**config.mk**
```make
export PLATFORM = sky130hd
export DESIGN_NAME = framed_line_checksum_checker_top
export DESIGN_NICKNAME = d
export VERILOG_FILES = /design/src/rtl/core/flcc_pkg.sv /design/src/rtl/core/framed_line_checksum_checker_top.sv /design/src/rtl/core/flcc_queue.sv /design/src/rtl/core/flcc_front.sv /design/src/rtl/core/flcc_back.sv
export SDC_FILE = /design/constraint.sdc
export NUM_CORES = 1
export LEC_CHECK = 0
export ABC_AREA = 1
export BUFFER_PORTS_ARGS = -buffer_cell sky130_fd_sc_hd__buf_4
export CORE_MARGIN = 1
export CORE_UTILIZATION = 53
export CTS_BUF_LIST = sky130_fd_sc_hd__clkbuf_8
export CTS_CLUSTER_DIAMETER = 60
export DETAILED_ROUTE_END_ITERATION = 8
export PLACE_DENSITY = 0.71
export SYNTH_ARGS = -nofsm -noshare
export SYNTH_HDL_FRONTEND = slang
export SYNTH_SLANG_ARGS = --single-unit
```
**constraint.sdc**
```tcl
create_clock -name clk -period 11.1 [get_ports clk]
set_input_delay 1.11 -clock clk [delete_from_list [all_inputs] [get_ports clk]]
set_output_delay 1.11 -clock clk [all_outputs]
set_load 0.05 [all_outputs]
```
**src/rtl/core/flcc_pkg.sv**
```systemverilog
// shared types and constants for the framed line checksum checker
// depends on nothing; used by the top, flcc_front, flcc_back and the testbench
package flcc_pkg;

  localparam int LINE_BUFFER_BYTES = 256;
  localparam int QUEUE_DEPTH       = 2;

  localparam logic [7:0] CHAR_DOLLAR = 8'h24;
  localparam logic [7:0] CHAR_STAR   = 8'h2A;
  localparam logic [7:0] CHAR_COMMA  = 8'h2C;
  localparam logic [7:0] CHAR_LF     = 8'h0A;
  localparam logic [7:0] CHAR_CR     = 8'h0D;
  localparam logic [7:0] CHAR_NUL    = 8'h00;

  localparam logic [1:0] HEX_CHARS_MAX = 2'd2;
  localparam logic [2:0] ID_CHARS_MAX  = 3'd4;

  // one classified byte, as it travels from the front to the back
  typedef struct packed {
    logic       term;
    logic       nul;
    logic       dollar;
    logic       star;
    logic       comma;
    logic       hex_ok;
    logic [3:0] hex_digit;
    logic       dec_ok;
    logic [3:0] dec_digit;
    logic [7:0] data;
  } beat_t;

  // one result beat
  typedef struct packed {
    logic        checksum_ok;
    logic [13:0] message_id;
    logic [31:0] lines_received;
    logic [31:0] lines_valid;
    logic [31:0] lines_invalid;
  } result_t;

endpackage

```
**src/rtl/core/framed_line_checksum_checker_top.sv**
```systemverilog
// top level of the framed line checksum checker
// depends on flcc_pkg, flcc_front, flcc_queue and flcc_back
//
// usage:
//   input side is a queue write port: drive rx_byte and push; a beat is
//   taken at a clock edge with push high and full low
//   result side is a queue read port: while empty is low the oldest result
//   sits on checksum_ok, message_id and the three line counters; it leaves
//   at a clock edge with pop high and empty low
//   one result follows each cr or lf that closes a non-empty line; other
//   bytes and empty lines give none, and an overflow drops the line so far
// a terminator is held in the byte queue and its result in the result queue
// throughput: one byte per cycle while full is low; the line parser updates
//   all its state for each byte that it takes
// stall: a two-beat byte queue sits between the classifier and the parser,
//   and a two-beat result queue sits behind the parser; when results are
//   not popped the parser holds at a terminator once the result queue is full,
//   and full rises once the byte queue fills
// reset: rst is synchronous; it empties both queues, clears the current
//   line and zeroes the three counters
module framed_line_checksum_checker_top #(
  parameter int LINE_BUFFER_BYTES = flcc_pkg::LINE_BUFFER_BYTES,
  parameter int QUEUE_DEPTH       = flcc_pkg::QUEUE_DEPTH
) (
  input  logic        clk,
  input  logic        rst,
  input  logic        push,
  output logic        full,
  input  logic [7:0]  rx_byte,
  output logic        empty,
  input  logic        pop,
  output logic        checksum_ok,
  output logic [13:0] message_id,
  output logic [31:0] lines_received,
  output logic [31:0] lines_valid,
  output logic [31:0] lines_invalid
);

  localparam int BW = $bits(flcc_pkg::beat_t);
  localparam int RW = $bits(flcc_pkg::result_t);

  flcc_pkg::beat_t   front_beat;
  flcc_pkg::beat_t   head_beat;
  flcc_pkg::result_t back_res;
  flcc_pkg::result_t out_res;
  logic              front_push;
  logic              byte_empty;
  logic              beat_pop;
  logic              res_push;
  logic              res_full;
  logic [BW-1:0]     head_bits;
  logic [RW-1:0]     out_bits;

  flcc_front u_front (
    .push      (push),
    .rx_byte   (rx_byte),
    .beat_push (front_push),
    .beat      (front_beat)
  );

  flcc_queue #(
    .WIDTH (BW),
    .DEPTH (QUEUE_DEPTH)
  ) u_byte_queue (
    .clk   (clk),
    .rst   (rst),
    .push  (front_push),
    .wdata (front_beat),
    .full  (full),
    .pop   (beat_pop),
    .rdata (head_bits),
    .empty (byte_empty)
  );

  assign head_beat = flcc_pkg::beat_t'(head_bits);

  flcc_back #(
    .LINE_BUFFER_BYTES (LINE_BUFFER_BYTES)
  ) u_back (
    .clk        (clk),
    .rst        (rst),
    .beat_valid (!byte_empty),
    .beat       (head_beat),
    .beat_pop   (beat_pop),
    .res_full   (res_full),
    .res_push   (res_push),
    .res        (back_res)
  );

  flcc_queue #(
    .WIDTH (RW),
    .DEPTH (QUEUE_DEPTH)
  ) u_result_queue (
    .clk   (clk),
    .rst   (rst),
    .push  (res_push),
    .wdata (back_res),
    .full  (res_full),
    .pop   (pop),
    .rdata (out_bits),
    .empty (empty)
  );

  assign out_res        = flcc_pkg::result_t'(out_bits);
  assign checksum_ok    = out_res.checksum_ok;
  assign message_id     = out_res.message_id;
  assign lines_received = out_res.lines_received;
  assign lines_valid    = out_res.lines_valid;
  assign lines_invalid  = out_res.lines_invalid;

endmodule

```
**src/rtl/core/flcc_queue.sv**
```systemverilog
// small first-in first-out register queue with show-ahead head
// depends on nothing; used for both the byte and the result queues
module flcc_queue #(
  parameter int WIDTH = 8,
  parameter int DEPTH = 2
) (
  input  logic             clk,
  input  logic             rst,
  input  logic             push,
  input  logic [WIDTH-1:0] wdata,
  output logic             full,
  input  logic             pop,
  output logic [WIDTH-1:0] rdata,
  output logic             empty
);

  localparam int PW = (DEPTH > 1) ? $clog2(DEPTH) : 1;
  localparam int CW = $clog2(DEPTH + 1);

  logic [WIDTH-1:0] entries [DEPTH];
  logic [PW-1:0]    wr_ptr;
  logic [PW-1:0]    rd_ptr;
  logic [CW-1:0]    count;
  logic             do_push;
  logic             do_pop;

  assign full    = (count == CW'(DEPTH));
  assign empty   = (count == '0);
  assign do_push = push && !full;
  assign do_pop  = pop && !empty;
  assign rdata   = entries[rd_ptr];

  always_ff @(posedge clk) begin
    if (do_push) begin
      entries[wr_ptr] <= wdata;
    end
  end

  always_ff @(posedge clk) begin
    if (rst) begin
      wr_ptr <= '0;
      rd_ptr <= '0;
      count  <= '0;
    end else begin
      if (do_push) begin
        wr_ptr <= (wr_ptr == PW'(DEPTH - 1)) ? '0 : wr_ptr + 1'b1;
      end
      if (do_pop) begin
        rd_ptr <= (rd_ptr == PW'(DEPTH - 1)) ? '0 : rd_ptr + 1'b1;
      end
      if (do_push && !do_pop) begin
        count <= count + 1'b1;
      end else if (do_pop && !do_push) begin
        count <= count - 1'b1;
      end
    end
  end

endmodule

```
**src/rtl/core/flcc_front.sv**
```systemverilog
// front end: takes received bytes and classifies each one
// depends on flcc_pkg; feeds the byte queue
module flcc_front (
  input  logic          push,
  input  logic [7:0]    rx_byte,
  output logic          beat_push,
  output flcc_pkg::beat_t beat
);

  logic [7:0] hex_sub;

  assign beat_push = push;

  always_comb begin
    hex_sub        = 8'd0;
    beat           = '0;
    beat.data      = rx_byte;
    beat.term      = (rx_byte == flcc_pkg::CHAR_LF) || (rx_byte == flcc_pkg::CHAR_CR);
    beat.nul       = (rx_byte == flcc_pkg::CHAR_NUL);
    beat.dollar    = (rx_byte == flcc_pkg::CHAR_DOLLAR);
    beat.star      = (rx_byte == flcc_pkg::CHAR_STAR);
    beat.comma     = (rx_byte == flcc_pkg::CHAR_COMMA);
    beat.dec_ok    = (rx_byte >= 8'h30) && (rx_byte <= 8'h39);
    beat.dec_digit = rx_byte[3:0];
    if ((rx_byte >= 8'h30) && (rx_byte <= 8'h39)) begin
      beat.hex_ok = 1'b1;
      hex_sub     = rx_byte - 8'h30;
    end else if ((rx_byte >= 8'h41) && (rx_byte <= 8'h46)) begin
      beat.hex_ok = 1'b1;
      hex_sub     = rx_byte - 8'd55;
    end else if ((rx_byte >= 8'h61) && (rx_byte <= 8'h66)) begin
      beat.hex_ok = 1'b1;
      hex_sub     = rx_byte - 8'd87;
    end
    beat.hex_digit = hex_sub[3:0];
  end

endmodule

```
**src/rtl/core/flcc_back.sv**
```systemverilog
// back end: line parser, checksum compare, id decode and line counters
// depends on flcc_pkg; reads the byte queue and writes the result queue
module flcc_back #(
  parameter int LINE_BUFFER_BYTES = flcc_pkg::LINE_BUFFER_BYTES
) (
  input  logic              clk,
  input  logic              rst,
  input  logic              beat_valid,
  input  flcc_pkg::beat_t   beat,
  output logic              beat_pop,
  input  logic              res_full,
  output logic              res_push,
  output flcc_pkg::result_t res
);

  localparam int LW = $clog2(LINE_BUFFER_BYTES);

  logic [LW-1:0] line_length,     line_length_next;
  logic          first_is_dollar, first_is_dollar_next;
  logic          content_ended,   content_ended_next;
  logic          star_seen,       star_seen_next;
  logic [7:0]    body_xor,        body_xor_next;
  logic [1:0]    hex_chars_taken, hex_chars_taken_next;
  logic [7:0]    hex_value,       hex_value_next;
  logic          hex_stopped,     hex_stopped_next;
  logic          comma_seen,      comma_seen_next;
  logic [2:0]    id_chars_taken,  id_chars_taken_next;
  logic [13:0]   id_value,        id_value_next;
  logic          id_stopped,      id_stopped_next;
  logic [31:0]   received_total,  received_total_next;
  logic [31:0]   valid_total,     valid_total_next;
  logic [31:0]   invalid_total,   invalid_total_next;

  logic wants_result;
  logic ok;
  logic clear;

  assign wants_result = beat_valid && beat.term && (line_length != '0);
  assign beat_pop     = beat_valid && !(wants_result && res_full);
  assign ok           = first_is_dollar && star_seen && (body_xor == hex_value);

  always_comb begin
    line_length_next     = line_length;
    first_is_dollar_next = first_is_dollar;
    content_ended_next   = content_ended;
    star_seen_next       = star_seen;
    body_xor_next        = body_xor;
    hex_chars_taken_next = hex_chars_taken;
    hex_value_next       = hex_value;
    hex_stopped_next     = hex_stopped;
    comma_seen_next      = comma_seen;
    id_chars_taken_next  = id_chars_taken;
    id_value_next        = id_value;
    id_stopped_next      = id_stopped;
    received_total_next  = received_total;
    valid_total_next     = valid_total;
    invalid_total_next   = invalid_total;
    clear                = 1'b0;
    res_push             = 1'b0;

    if (beat_pop) begin
      if (beat.term) begin
        if (line_length != '0) begin
          res_push            = 1'b1;
          clear               = 1'b1;
          received_total_next = received_total + 32'd1;
          if (ok) begin
            valid_total_next = valid_total + 32'd1;
          end else begin
            invalid_total_next = invalid_total + 32'd1;
          end
        end
      end else if (line_length < LW'(LINE_BUFFER_BYTES - 1)) begin
        line_length_next = line_length + 1'b1;
        if (beat.nul) begin
          content_ended_next = 1'b1;
        end else if (!content_ended) begin
          if (line_length == '0) begin
            first_is_dollar_next = beat.dollar;
          end
          // checksum side
          if (star_seen) begin
            if (hex_chars_taken < flcc_pkg::HEX_CHARS_MAX) begin
              hex_chars_taken_next = hex_chars_taken + 2'd1;
              if (!hex_stopped) begin
                if (beat.hex_ok) begin
                  hex_value_next = {hex_value[3:0], beat.hex_digit};
                end else begin
                  hex_stopped_next = 1'b1;
                end
              end
            end
          end else if (beat.star) begin
            star_seen_next = 1'b1;
          end else if (line_length != '0) begin
            body_xor_next = body_xor ^ beat.data;
          end
          // id side, at most four digits so the value stays below 10000
          if (comma_seen) begin
            if (id_chars_taken < flcc_pkg::ID_CHARS_MAX) begin
              id_chars_taken_next = id_chars_taken + 3'd1;
              if (!id_stopped) begin
                if (beat.dec_ok) begin
                  id_value_next = (id_value << 3) + (id_value << 1) + {10'd0, beat.dec_digit};
                end else begin
                  id_stopped_next = 1'b1;
                end
              end
            end
          end else if (beat.comma) begin
            comma_seen_next = 1'b1;
          end
        end
      end else begin
        // overflow drops the line received so far; later bytes start a new line
        clear = 1'b1;
      end
    end

    if (clear) begin
      line_length_next     = '0;
      first_is_dollar_next = 1'b0;
      content_ended_next   = 1'b0;
      star_seen_next       = 1'b0;
      body_xor_next        = 8'd0;
      hex_chars_taken_next = 2'd0;
      hex_value_next       = 8'd0;
      hex_stopped_next     = 1'b0;
      comma_seen_next      = 1'b0;
      id_chars_taken_next  = 3'd0;
      id_value_next        = 14'd0;
      id_stopped_next      = 1'b0;
    end
  end

  always_comb begin
    res.checksum_ok    = ok;
    res.message_id     = id_value;
    res.lines_received = received_total_next;
    res.lines_valid    = valid_total_next;
    res.lines_invalid  = invalid_total_next;
  end

  always_ff @(posedge clk) begin
    if (rst) begin
      line_length     <= '0;
      first_is_dollar <= 1'b0;
      content_ended   <= 1'b0;
      star_seen       <= 1'b0;
      body_xor        <= 8'd0;
      hex_chars_taken <= 2'd0;
      hex_value       <= 8'd0;
      hex_stopped     <= 1'b0;
      comma_seen      <= 1'b0;
      id_chars_taken  <= 3'd0;
      id_value        <= 14'd0;
      id_stopped      <= 1'b0;
      received_total  <= 32'd0;
      valid_total     <= 32'd0;
      invalid_total   <= 32'd0;
    end else begin
      line_length     <= line_length_next;
      first_is_dollar <= first_is_dollar_next;
      content_ended   <= content_ended_next;
      star_seen       <= star_seen_next;
      body_xor        <= body_xor_next;
      hex_chars_taken <= hex_chars_taken_next;
      hex_value       <= hex_value_next;
      hex_stopped     <= hex_stopped_next;
      comma_seen      <= comma_seen_next;
      id_chars_taken  <= id_chars_taken_next;
      id_value        <= id_value_next;
      id_stopped      <= id_stopped_next;
      received_total  <= received_total_next;
      valid_total     <= valid_total_next;
      invalid_total   <= invalid_total_next;
    end
  end

endmodule

```
# Yosys cells after proc, flatten, opt, wreduce, memory -nomap -nowiden
# Memories as Yosys holds them, arrays and structs flattened. A register that Yosys moved wholly into a read port is not among the register bits.
# Index checks and enable logic that the tools add are counted.
# classes
n_mux,47
mul,0
n_addsub,19
div_mod_pow,0
n_reduce_logical,44
n_lt_le_gt_ge,9
eq_ne,8
n_bitwise,8
shifts,0
# op_table
op,count
32-bit two-way mux,11
"32-bit by 1-bit adder with 32-bit output, second input constant",3
1-bit two-way mux,29
"8-bit by 6-bit equality test with 1-bit output, second input constant",3
9-bit AND reduction,2
1-bit logical AND,17
"8-bit by 4-bit equality test with 1-bit output, second input constant",2
"8-bit by 7-bit >= comparator with 1-bit output, second input constant",2
"8-bit by 7-bit <= comparator with 1-bit output, second input constant",2
8-bit zero test,2
14-bit adder,1
14-bit by 4-bit adder with 14-bit output,1
7-bit AND reduction,2
4-bit two-way mux,3
1-bit zero test,9
"8-bit by 1-bit adder with 8-bit output, second input constant",1
8-bit equality test,1
"8-bit by 6-bit >= comparator with 1-bit output, second input constant",1
"8-bit by 6-bit <= comparator with 1-bit output, second input constant",1
"8-bit < comparator, second input constant",1
2-bit two-way mux,4
8-bit AND reduction,1
8-bit nonzero test,1
"4-bit by 3-bit subtractor with 4-bit output, second input constant",2
18 further kinds,33
# word_totals
in_bits,12
output_inout_bits,113
latch_bits,0
register_bits,153
mem_bits_rw,268
mem_count,2
elab_cells,158
rom_bits,0
# memory_table
name,depth,width,rd,rd_ports_with_merged_regs,wr,line_no,source
u_result_queue.entries,2,111,1,1,1,flcc_queue.sv:20,logic [WIDTH-1:0] entries [DEPTH];
u_byte_queue.entries,2,23,1,1,1,flcc_queue.sv:20,

# Depth between registers and ports, before layout
# Gate-level depths: netlist of run 1.
# depth
depth_word,13
ltp_mapped,16
ltp_nobuf,14

# Cells and area by module
# A second synthesis of run 1 with hierarchy kept.
# hier_totals
hier_cells,1843
hier_area_um2,19103.3
# by_module_without_submodules
mod,n_inst,area_each_um2,seq_area_each_um2,cells_per_inst
flcc_back,1,8505.7,2902.8,1293
flcc_queue at u_result_queue,1,8281.7,6766.5,382
flcc_queue at u_byte_queue,1,1915.6,1481.4,108
flcc_front,1,396.6,0.0,59
framed_line_checksum_checker_top,1,3.8,0.0,1

# Worst setup path before layout of run 1
# Ideal clock, no wire load.
# synth_path
path_kind,reg2reg
startpoint,reg u_back.line_length[0]
endpoint,"mem u_result_queue.entries[0][0] (netlist bit), enable pin"
synth_period_minus_slack_ps,6514
arrival_ps,5932
setup_ps,583
slack_ps,4586
stages_incl_launch_ff,10
required_time_ps,10517
path_buffers,2
path_cell_list,dfxtp_1 -> inv_1 -> ha_1 -> nand2_1 -> nor2_2 -> nand2_4 -> nand4_4 -> buf_6 -> clkbuf_1 -> nor2_1
# synth_between
elab_chain_cells,9
word_cells_on_any_way,11
cone_classes,mux (5); reduce/logical (6)
# synth_rtl
item,line_no,source
"start, declared",flcc_back.sv:18,"logic [LW-1:0] line_length, line_length_next;"
"start signal, assigned",flcc_back.sv:162,line_length <= line_length_next;
8-bit nonzero test *,"flcc_back.sv:38, flcc_back.sv:63",
1-bit logical AND,flcc_back.sv:38,assign wants_result = beat_valid && beat.term && (line_length != '0);
1-bit logical AND,flcc_back.sv:39,assign beat_pop = beat_valid && !(wants_result && res_full);
1-bit zero test,flcc_back.sv:39,
1-bit logical AND,flcc_back.sv:39,
1-bit two-way mux *,flcc_back.sv:61,if (beat_pop) begin
1-bit logical AND *,flcc_queue.sv:29,assign do_push = push && !full;
1-bit two-way mux *,flcc_queue.sv:34,if (do_push) begin
1-bit two-way mux (not written as such) *,flcc_queue.sv:35,entries[wr_ptr] <= wdata;
"end, declared",flcc_queue.sv:20,
# Mark *: on every way between the ends. The rest lies on a longest branch, timed or not.

==> metrics.md, run 1 <==
| Metric | Value |
|---|---|
| Post-Syn Nets | 1931 |
| Total power | 0.00420 W |
| DP HPWL | 26.4 mm |
| Non-Filler Instances | 2550 |
| WP data required | 11.30 ns |
| Die height | 190 um |
| Total number of vias | 13300 |
| WHS | 0.461 ns |
| Mux share of post-synthesis cell area | 6.80% |
| CTS tree | done |
| Critical path startpoint category | flop |
| Cell Pwr Density | 197 nW/um^2 |
| GRT overflow | 0 |
| F_max | 235 MHz |
| Post-CTS Setup Bufs | 0 |
| CP Class | reg -> reg |
| Cells taking the most area after synthesis | edfxtp_1 (42%), dfxtp_1 (17%), nand2_1 (8.1%) |
| Yosys top cell by area | edfxtp_1 |
| Placeable Area | 34600 um^2 |
| Main synth FF type | edfxtp_1 |
| P_leak | 8.60 nW |
| Final Cycle Share | 38.3% |
| Max Cap Viol | 0 |
| Crit path time final | 4.25 ns |
| Reg clk slew, reported paths | 0.06 ns |
| Total Routing Usage GR | 21.6% |
| Final nets | 2088 |
| Final WL | 39.0 mm |
| Synth Register Bits | 415 |
| Setup slack after layout | 6.85 ns |
| Initial antenna violation count | 1 |
| RSZ-0062 raised after global routing | no |
| TNS Setup | 0 ns |
| Largest net degree at the start of global routing | 80 |
| Cell Rows | 68 |
| Crit path max fanout | 79 |
| Clock sink count | 415 |
| Top-count cell post-synth | nand2_1 |
| H-Tree Depth | 3 |
| I/O pins | 125 |
| WHS Path Cells | 0 |
| Largest family of logic cells by synthesized area | simple AND/OR/NAND/NOR gates |
| Avg Inst Size Synth | 9.92 um^2 |
| CTS Hold Bufs | 0 |
| Slew Viols, Final | 0 |
| Peak VDD IR | 0.123 mV |
| Worst Min Path Start | u_back.id_value[13] |
| Resize count post-CTS | 0 |
| Max clock buf depth | 3 |
| Total CTS buffers | 67 |
| Switching power total | 0.00149 W |
| Synth unique cells | 45 |
| Antenna Nets Post-Route | 0 |
| Clk_skew | 0.0250 ns |
| First-pass iteration count of the detailed router | 6 |
| Remaining DRCs | 0 |
| Post-synthesis adder-cell area fraction | 2.49% |
| R2R depth | 5 |
| Port Buffers | 124 |
| Post-synth EDFFs | 260 |
| Die X-Extent | 190 um |
| Worst skew pair latency | 0.60 ns |
| Gp weighted congestion | 0.914 |
| Placed Cells | 2426 |
| Relative slew slack | 24.8% |
| DR vias/cell | 5.23 |
| Most frequent cells after synthesis | nand2_1 (402), edfxtp_1 (260), inv_1 (226) |
| Register area share after synthesis | 58.4% |
| Simple-gate share of the synthesized area | 20.0% |
| Ys async rst share | 0% |
| Share of power burned in the clock network | 28.6% |
| Post-placement worst setup slack | 6.76 ns |
| Comb pwr share | 28.1% |
| Seq pwr share | 43.2% |
| Pint | 0.00271 W |
| CP arrival | 4.45 ns |
| Synthesized area | 18700 um^2 |
| Synth warn | 0 |
| Status | completed |
| Area Overhead vs Synth | 13.9% |
| WL per Instance | 15.3 um |
| Crit end category | flop |
| Starting DRC count in detailed routing | 842 |
| Proportion of layout cells with a drive suffix above 1 | 18.0% |
| Compound-Gate Fraction of Synth Area | 4.69% |
| Yosys top cell area share | 41.8% |
| Worst hold-check path type | reg -> reg |
| Starting Density | 54.0% |
| Clk root buf | clkbuf_8 |
| Switching share of power | 35.4% |
| Worst-margin pin slew | 1.13 ns |
| Die area | 36000 um^2 |
| First-pass GRT wire length | 61.9 mm |
| Worst r2r dst | u_result_queue.entries[1][1] |
| Hold EP | u_result_queue.entries[0][109] |
| Final setup viols | 0 |
| Cells after Synth | 1883 |
| ANT cells | 0 |
| Reg-to-reg slack, setup | 6.85 ns |
| Hold Fails Final Rpt | 0 |
| Post-synthesis xor/xnor area fraction | 1.78% |
| Vias in the first global route | 12800 |
==> flip-flops by register name (all words and copies together), names as in the netlist, 2 cells and up, named ones only <==
register                cells
u_byte_queue.entries       38
u_byte_queue.count          2
u_back.valid_total         32
u_result_queue.count        2
u_back.invalid_total       32
u_back.id_chars_taken       3
u_result_queue.entries    222
u_back.line_length          8
u_back.hex_value            8
u_back.hex_chars_taken      2
u_back.body_xor             8
u_back.received_total      32
u_back.id_value            14
==> area by class of cell <==
cell class	instances	area (um^2)
fillers	2831	13300
flip-flops and latches	415	10900
multi-input cells	1192	6700
clock buffers	74	1020
repair buffers	132	991
inverters	232	876
well taps	455	569
clock inverters	50	220
==> per-layer routing <==
metal  part of all wire [%]  vias up  global-route usage (%)
li1                       -     6662                       -
met1                     44     6233                    27.8
met2                     49      375                    36.4
met3                    5.1       77                    3.91
met4                    2.2        0                    7.82
met5                      0        -                       0
==> worst max path at each step <==
stage,startpoint,to,slack (ns)
floorplan,u_back.line_length[0],u_result_queue.entries[0][0],4.59
global placement,flop,u_result_queue.entries[1][3],6.85
detailed placement,flop,u_result_queue.entries[1][4],6.76
CTS,flop,u_result_queue.entries[1][1],6.75
global route,flop,u_result_queue.entries[1][8],6.50
finish,flop,u_result_queue.entries[1][1],6.85
==> cells in the final DEF (no fill, tap or decap), types with 45 or more instances in the layout <==
cell type	instances
nand2_1	402
edfxtp_1	260
inv_1	257
nor2_1	179
dfxtp_1	154
buf_4	132
mux2_2	111
nand3_1	95
a21oi_1	92
clkbuf_8	74
o21ai_0	45
==> power by group through the flow <==
stage	combinational, W	clock, W	sequential, W
6_report	0.00118	0.00120	0.00182
5_1_grt	0.00125	0.00130	0.00183
4_1_cts	0.00119	0.00123	0.00182
3_5_place_dp	0.00118	0	0.00185
3_3_place_gp	0.00117	0	0.00185
2_1_floorplan	0.000906	0	0.00181
==> critical path: stages (launching register included) <==
cell and delay (ns):
dfxtp_1 0.75, nand2_1 0.20, nand2_4 0.22, nand4_4 0.56
nor2_4 1.04, buf_4 0.90
==> logic make-up after synthesis <==
group,Yosys count
DFF,415
AOI/OAI and AO/OA,164
adders and majority gates,36
xor gates and xnor gates,38
and+or+nand+nor,841
muxes,113
buffers and inverters,276
==> metrics by stage <==
stage	area [um^2]	utilization, %
3_5_place_dp	20000	57.9
4_1_cts	21300	61.5
2_1_floorplan	18700	-
5_1_grt	21300	61.5
6_report	21300	61.5
3_3_place_gp	20000	57.9
(Power assumes the default switching activity.)
==> run 2, diff against run 1 <==
Settings changed: PLACE_DENSITY 0.71 to 0.74.
Clock period 11.1 ns to 3.9 ns, I/O delays scaled along.
==> run 2 against run 1 <==
First-iteration DRC count fell by 9.3%; setup slack got worse by 5.8 ns; via count is 0.15% higher; combinational power grew to 2.9 times the previous value; largest power group unchanged.
==> metrics.md, run 2 (same netlist as run 1, synthesis figures left out) <==
| Metric | Value |
|---|---|
| Final setup viols | 0 (unchanged) |
| Total power | 0.0122 W (+190%) |
| Clk root buf | clkbuf_8 |
| Slew Viols, Final | 0 (unchanged) |
| CP max stage delay | 0.52 ns (-0.52 ns) |
| Total CTS buffers | 70 (+4.5%) |
| Crit path max fanout | 12 (-85%) |
| Gp weighted congestion | 0.872 (-4.6%) |
| Non-Filler Instances | 2568 (+0.71%) |
| Peak VDD IR | 0.363 mV (+200%) |
| GRT overflow | 0 (unchanged) |
| Status | completed |
| Most frequent cells in the layout | nand2_1 (402), edfxtp_1 (260), inv_1 (250), nor2_1 (179), dfxtp_1 (154) |
| Biggest register | u_result_queue.entries |
| Crit end category | flop |
| Worst skew pair latency | 0.61 ns (about the same) |
| Worst-margin pin slew | 0.845 ns (-0.283 ns) |
| Starting DRC count in detailed routing | 764 (-9.3%) |
| RSZ-0062 raised after global routing | no |
| Most frequent CP cell | nand2_1 |
| Reg-to-reg slack, setup | 1.00 ns (-5.85 ns) |
| Worst Min Path Start | rx_byte[0] |
| Relative slew slack | 43.7% (+19 points) |
| Cell Pwr Density | 568 nW/um^2 (+190%) |
| F_max | 345 MHz (+47%) |
| Worst hold-check path type | in -> reg |
| Placed Cells | 2432 (+0.25%) |
| Port Buffers | 124 (unchanged) |
| WL per Instance | 15.4 um (+0.96%) |
| First-pass iteration count of the detailed router | 7 (+1) |
| ANT cells | 0 (unchanged) |
| Die height | 190 um (unchanged) |
| Remaining DRCs | 0 (unchanged) |
| Fillers | 2833 (+0.071%) |
| Post-CTS Setup Bufs | 0 (unchanged) |
| Area Overhead vs Synth | 15.2% |
| First-pass GRT wire length | 63.6 mm (+2.8%) |
| Final WL | 39.6 mm (+1.7%) |
| Hold Fails Final Rpt | 0 (unchanged) |
| Total Routing Usage GR | 22.2% (+0.59 points) |
| Final nets | 2103 (+0.72%) |
| Cell Rows | 68 (unchanged) |
| Worst r2r dst | u_back.id_value[12] |
| Hold EP | u_byte_queue.entries[0][8] |
| H-Tree Depth | 3 (unchanged) |
| Crit path time final | 2.90 ns (-1.35 ns) |
| CTS tree | done |
| Clk_skew | 0.0417 ns (+0.0168 ns) |
| Worst path slowest cell | dfxtp_1 |
| P_leak | 8.69 nW (+1.0%) |
| Critical path startpoint category | flop |
| WHS Path Cells | 1 (+1) |
| Proportion of layout cells with a drive suffix above 1 | 18.5% (+0.41 points) |
| Final Util | 62.1% (+0.67 points) |
| Clock sink count | 415 (unchanged) |
| Commonest non-fill, non-tap cell in the layout | nand2_1 |
| Max reg flops | 222 (unchanged) |
| Die X-Extent | 190 um (unchanged) |
| Reg clk slew, reported paths | 0.06 ns (about the same) |
| WP data required | 4.39 ns (-6.91 ns) |
| Initial antenna violation count | 0 (-1) |
| Final Cycle Share | 74.4% (+36 points) |
| Critical-path cell list | buf_4, nand2_1, nand2_1, ha_1, ha_1, fa_1, nand3_1, nand3_1, a31oi_1, o21ai_0, nand2_1, nand2_1, nor2_1, nor2_1 |
| Max clock buf depth | 3 (unchanged) |
| Post-placement worst setup slack | 1.02 ns (-5.75 ns) |
| WHS | 0.0476 ns (-0.413 ns) |
| Total number of vias | 13400 (+0.15%) |
| Setup slack after layout | 1.00 ns (-5.85 ns) |
| Largest net degree at the start of global routing | 98 (+23%) |
| I/O pins | 125 (unchanged) |
| CP arrival | 3.39 ns (-1.06 ns) |
| Starting Density | 54.0% (unchanged) |
| DR vias/cell | 5.21 (-0.55%) |
| CP Class | reg -> reg |
| Placeable Area | 34600 um^2 (unchanged) |
| Vias in the first global route | 13100 (+2.2%) |
| Antenna Nets Post-Route | 0 (unchanged) |
| Die area | 36000 um^2 (unchanged) |
| R2R depth | 14 (+9) |
| Biggest regs | u_result_queue.entries: 222 flops, u_byte_queue.entries: 38 flops |
| Max Cap Viol | 0 (unchanged) |
| DP HPWL | 27.0 mm (+2.4%) |
## run 2: how the worst max path moves through the flow
stage                     cells after the start                            to  slack [ns]
after detailed placement                     14           u_back.id_value[12]        1.02
after CTS                                     3                lines_valid[8]        0.95
after global placement                       14           u_back.id_value[12]        1.04
final                                        14           u_back.id_value[12]        1.00
after global routing                         14           u_back.id_value[12]        0.78
after floorplan                               9  u_result_queue.entries[0][0]       -0.75
## run 2: critical path, delay by kind of cell, from the launching register on
family	cells	cell delay, ns
buffers and inverters	1	0.25
and+or+nand+nor	8	0.64
DFF	1	0.52
AOI/OAI and AO/OA	2	0.50
adders and majority gates	3	0.88
## run 2: cell type report
type / instances / area (um^2) / share of cell area (%)
clock buffer: 76 / 1050 / 4.86
clock inverter: 54 / 282 / 1.31
inverter: 232 / 876 / 4.07
multi-input combinational: 1192 / 6700 / 31.1
sequential: 415 / 10900 / 50.7
tap: 455 / 569 / 2.65
timing repair buffer: 144 / 1130 / 5.27
## run 2: power breakdown
part           total (W)  switching [W]  internal [W]
combinational    0.00343        0.00239       0.00104
clock            0.00362        0.00173       0.00189
sequential       0.00517       0.000197       0.00497
## run 2: what timing repair did
item	in CTS	in global routing
setup endpoints to repair	0	0
resized for setup	0	0
endpoints found under the hold margin	11	0
hold buffers	6	0
## run 2: per-stage QoR
stage,instance area [um^2],setup TNS (ns)
floorplan,18700,-167.41
global placement,20100,0
detailed placement,20100,0
CTS,21500,0
global route,21500,0
finish,21500,0
## run 2: metal layers
metal	global-route usage, %	part of all wire (%)	vias to the layer above
li1	-	-	6678
met1	28.3	44	6283
met2	38.2	49	344
met3	3.98	5.1	62
met4	6.95	1.7	0
met5	0	0	-
==> run 3, diff against run 2 <==
Settings changed: PLACE_DENSITY 0.74 to 0.71.
Clock period 3.9 ns to 2.85 ns, I/O delays scaled along.
==> run 3 against run 2 <==
Clock power grew 36%; via count about the same; core utilization up 0.24 points; maximum frequency rose by 11%; largest cell class unchanged; highest routed layer unchanged.
==> metrics.md, run 3 (same netlist as run 1, synthesis figures left out) <==
| Metric | Value |
|---|---|
| Gp weighted congestion | 0.904 (+3.7%) |
| Total Routing Usage GR | 22.2% (about the same) |
| Worst skew pair latency | 0.59 ns (-0.02 ns) |
| Post-CTS Setup Bufs | 0 (unchanged) |
| Antenna Nets Post-Route | 0 (unchanged) |
| TNS Setup | 0 ns (unchanged) |
| Port Buffers | 124 (unchanged) |
| Area Overhead vs Synth | 15.6% |
| WL per Instance | 15.2 um (-1.3%) |
| Commonest non-fill, non-tap cell in the layout | nand2_1 |
| First-pass iteration count of the detailed router | 5 (-2) |
| Total power | 0.0167 W (+37%) |
| H-Tree Depth | 3 (unchanged) |
| Total CTS buffers | 69 (-1.4%) |
| Die height | 190 um (unchanged) |
| Crit end category | flop |
| GRT overflow | 0 (unchanged) |
| Max Cap Viol | 0 (unchanged) |
| Final Cycle Share | 92.0% (+18 points) |
| Proportion of layout cells with a drive suffix above 1 | 18.8% (+0.31 points) |
| Largest net degree at the start of global routing | 75 (-23%) |
| Status | completed |
| Setup slack after layout | 0.228 ns (-0.772 ns) |
| Worst path slowest cell | dfxtp_1 |
| CP max stage delay | 0.43 ns (-0.09 ns) |
| CP delay by family, top | adder cells |
| Biggest regs | u_result_queue.entries: 222 flops, u_byte_queue.entries: 38 flops |
| Worst hold-check path type | in -> reg |
| Max reg flops | 222 (unchanged) |
| CP arrival | 3.10 ns (-0.29 ns) |
| Most frequent cells in the layout | nand2_1 (402), edfxtp_1 (260), inv_1 (253), nor2_1 (179), dfxtp_1 (152) |
| Switching share of power | 34.7% (-0.70 points) |
| Critical path startpoint category | flop |
| Vias in the first global route | 13000 (-0.45%) |
| P_leak | 8.75 nW (+0.73%) |
| Total number of vias | 13400 (+0.067%) |
| Peak VDD IR | 0.525 mV (+45%) |
| Clk root buf | clkbuf_8 |
| Clk_skew | 0.0249 ns (-0.0169 ns) |
| DP HPWL | 26.9 mm (-0.38%) |
| Final WL | 39.1 mm (-1.2%) |
| Critical-path cell list | buf_4, nand2_1, nand2_1, ha_1, ha_1, fa_1, nand3_1, nand3_1, a31oi_4, o21ai_0, nand2_1, nand2_1, nor2_1, nor2_1 |
| I/O pins | 125 (unchanged) |
| Final nets | 2110 (+0.33%) |
| Initial antenna violation count | 0 (unchanged) |
| Relative slew slack | 53.6% (+9.9 points) |
| Starting DRC count in detailed routing | 824 (+7.9%) |
| F_max | 381 MHz (+11%) |
| Placeable Area | 34600 um^2 (unchanged) |
| Die area | 36000 um^2 (unchanged) |
| First-pass GRT wire length | 63.7 mm (about the same) |
| Cell Pwr Density | 774 nW/um^2 (+36%) |
| Remaining DRCs | 0 (unchanged) |
| Biggest register | u_result_queue.entries |
| CP Class | reg -> reg |
| Max clock buf depth | 3 (unchanged) |
| Fillers | 2841 (+0.28%) |
| Starting Density | 54.0% (unchanged) |
| Crit path time final | 2.62 ns (-0.278 ns) |
| Post-placement worst setup slack | 0.0773 ns (-0.938 ns) |
| Reg clk slew, reported paths | 0.06 ns (about the same) |
| Crit path max fanout | 7 (-5) |
| Pint | 0.0109 W (+38%) |
| WP data required | 3.33 ns (-1.06 ns) |
| Most frequent CP cell | nand2_1 |
| Placed Cells | 2438 (+0.25%) |
| ANT cells | 0 (unchanged) |
| Final setup viols | 0 (unchanged) |
| DR vias/cell | 5.20 (about the same) |
| Die X-Extent | 190 um (unchanged) |
| Comb pwr share | 28.6% (+0.5 points) |
| Slew Viols, Final | 0 (unchanged) |
| CTS tree | done |
| Hold Fails Final Rpt | 0 (unchanged) |
| Cell Rows | 68 (unchanged) |
| Non-Filler Instances | 2570 (+0.078%) |
| Worst-margin pin slew | 0.697 ns (-0.148 ns) |
| Switching power total | 0.00580 W (+34%) |
| Worst path buffer plus inverter count | 1 (unchanged) |
| Seq pwr share | 42.0% (-0.3 points) |
| Clock sink count | 415 (unchanged) |
| Share of power burned in the clock network | 29.4% (-0.2 points) |
[run 3: repair_timing]
item | CTS | global route
endpoints found under the hold margin | 16 | 0
hold buffers | 8 | 0
endpoints found under the setup margin | 0 | 3
gates resized for setup | 0 | 2
[run 3: path summary, 6_finish.rpt]
path,startpoint,end,slack (ns),cells past startpoint
hold reg to reg,u_byte_queue.rd_ptr,u_byte_queue.rd_ptr,0.46,1
setup reg to reg,flop,u_back.id_value[12],0.23,14
setup / recovery,flop,u_back.id_value[12],0.23,14
hold / removal,pop,flop,0.14,3
[run 3: metal layers]
layer	wire [um]	up-vias	GRT usage [%]	part of all wire, %
li1	-	6688	-	-
met1	17100	6297	28.1	44
met2	19300	327	38.3	49
met3	1920	64	3.58	4.9
met4	787	0	7.82	2.0
met5	0	-	0	0
[run 3: tightest hold or removal path, delay by kind of cell]
family          cells  cell delay, ns
buf+inv             1            0.12
compound gates      2            0.27
[run 3: metrics by stage]
step           hold WS [ns]  utilization [%]  cell area [um^2]
3_3_place_gp          0.435             58.4             20200
2_1_floorplan         0.384                -             18700
4_1_cts               0.102             62.3             21600
6_report              0.139             62.4             21600
3_5_place_dp          0.447             58.4             20200
5_1_grt               0.143             62.4             21600
[run 3: layout make-up]
type	instances	area, um^2	area share (%)
multi-input cells	1192	6720	31.1
clock inverters	47	240	1.11
inverters	232	876	4.05
well taps	455	569	2.64
repair buffers	152	1220	5.66
flip-flops and latches	415	10900	50.5
clock buffers	77	1060	4.91
[run 3: power groups by stage]
stage	Combinational, W	Clock [W]	Sequential [W]
floorplan	0.00355	0	0.00704
global placement	0.00474	0	0.00713
detailed placement	0.00479	0	0.00715
CTS	0.00482	0.00504	0.00702
global route	0.00509	0.00531	0.00706
finish	0.00478	0.00492	0.00702
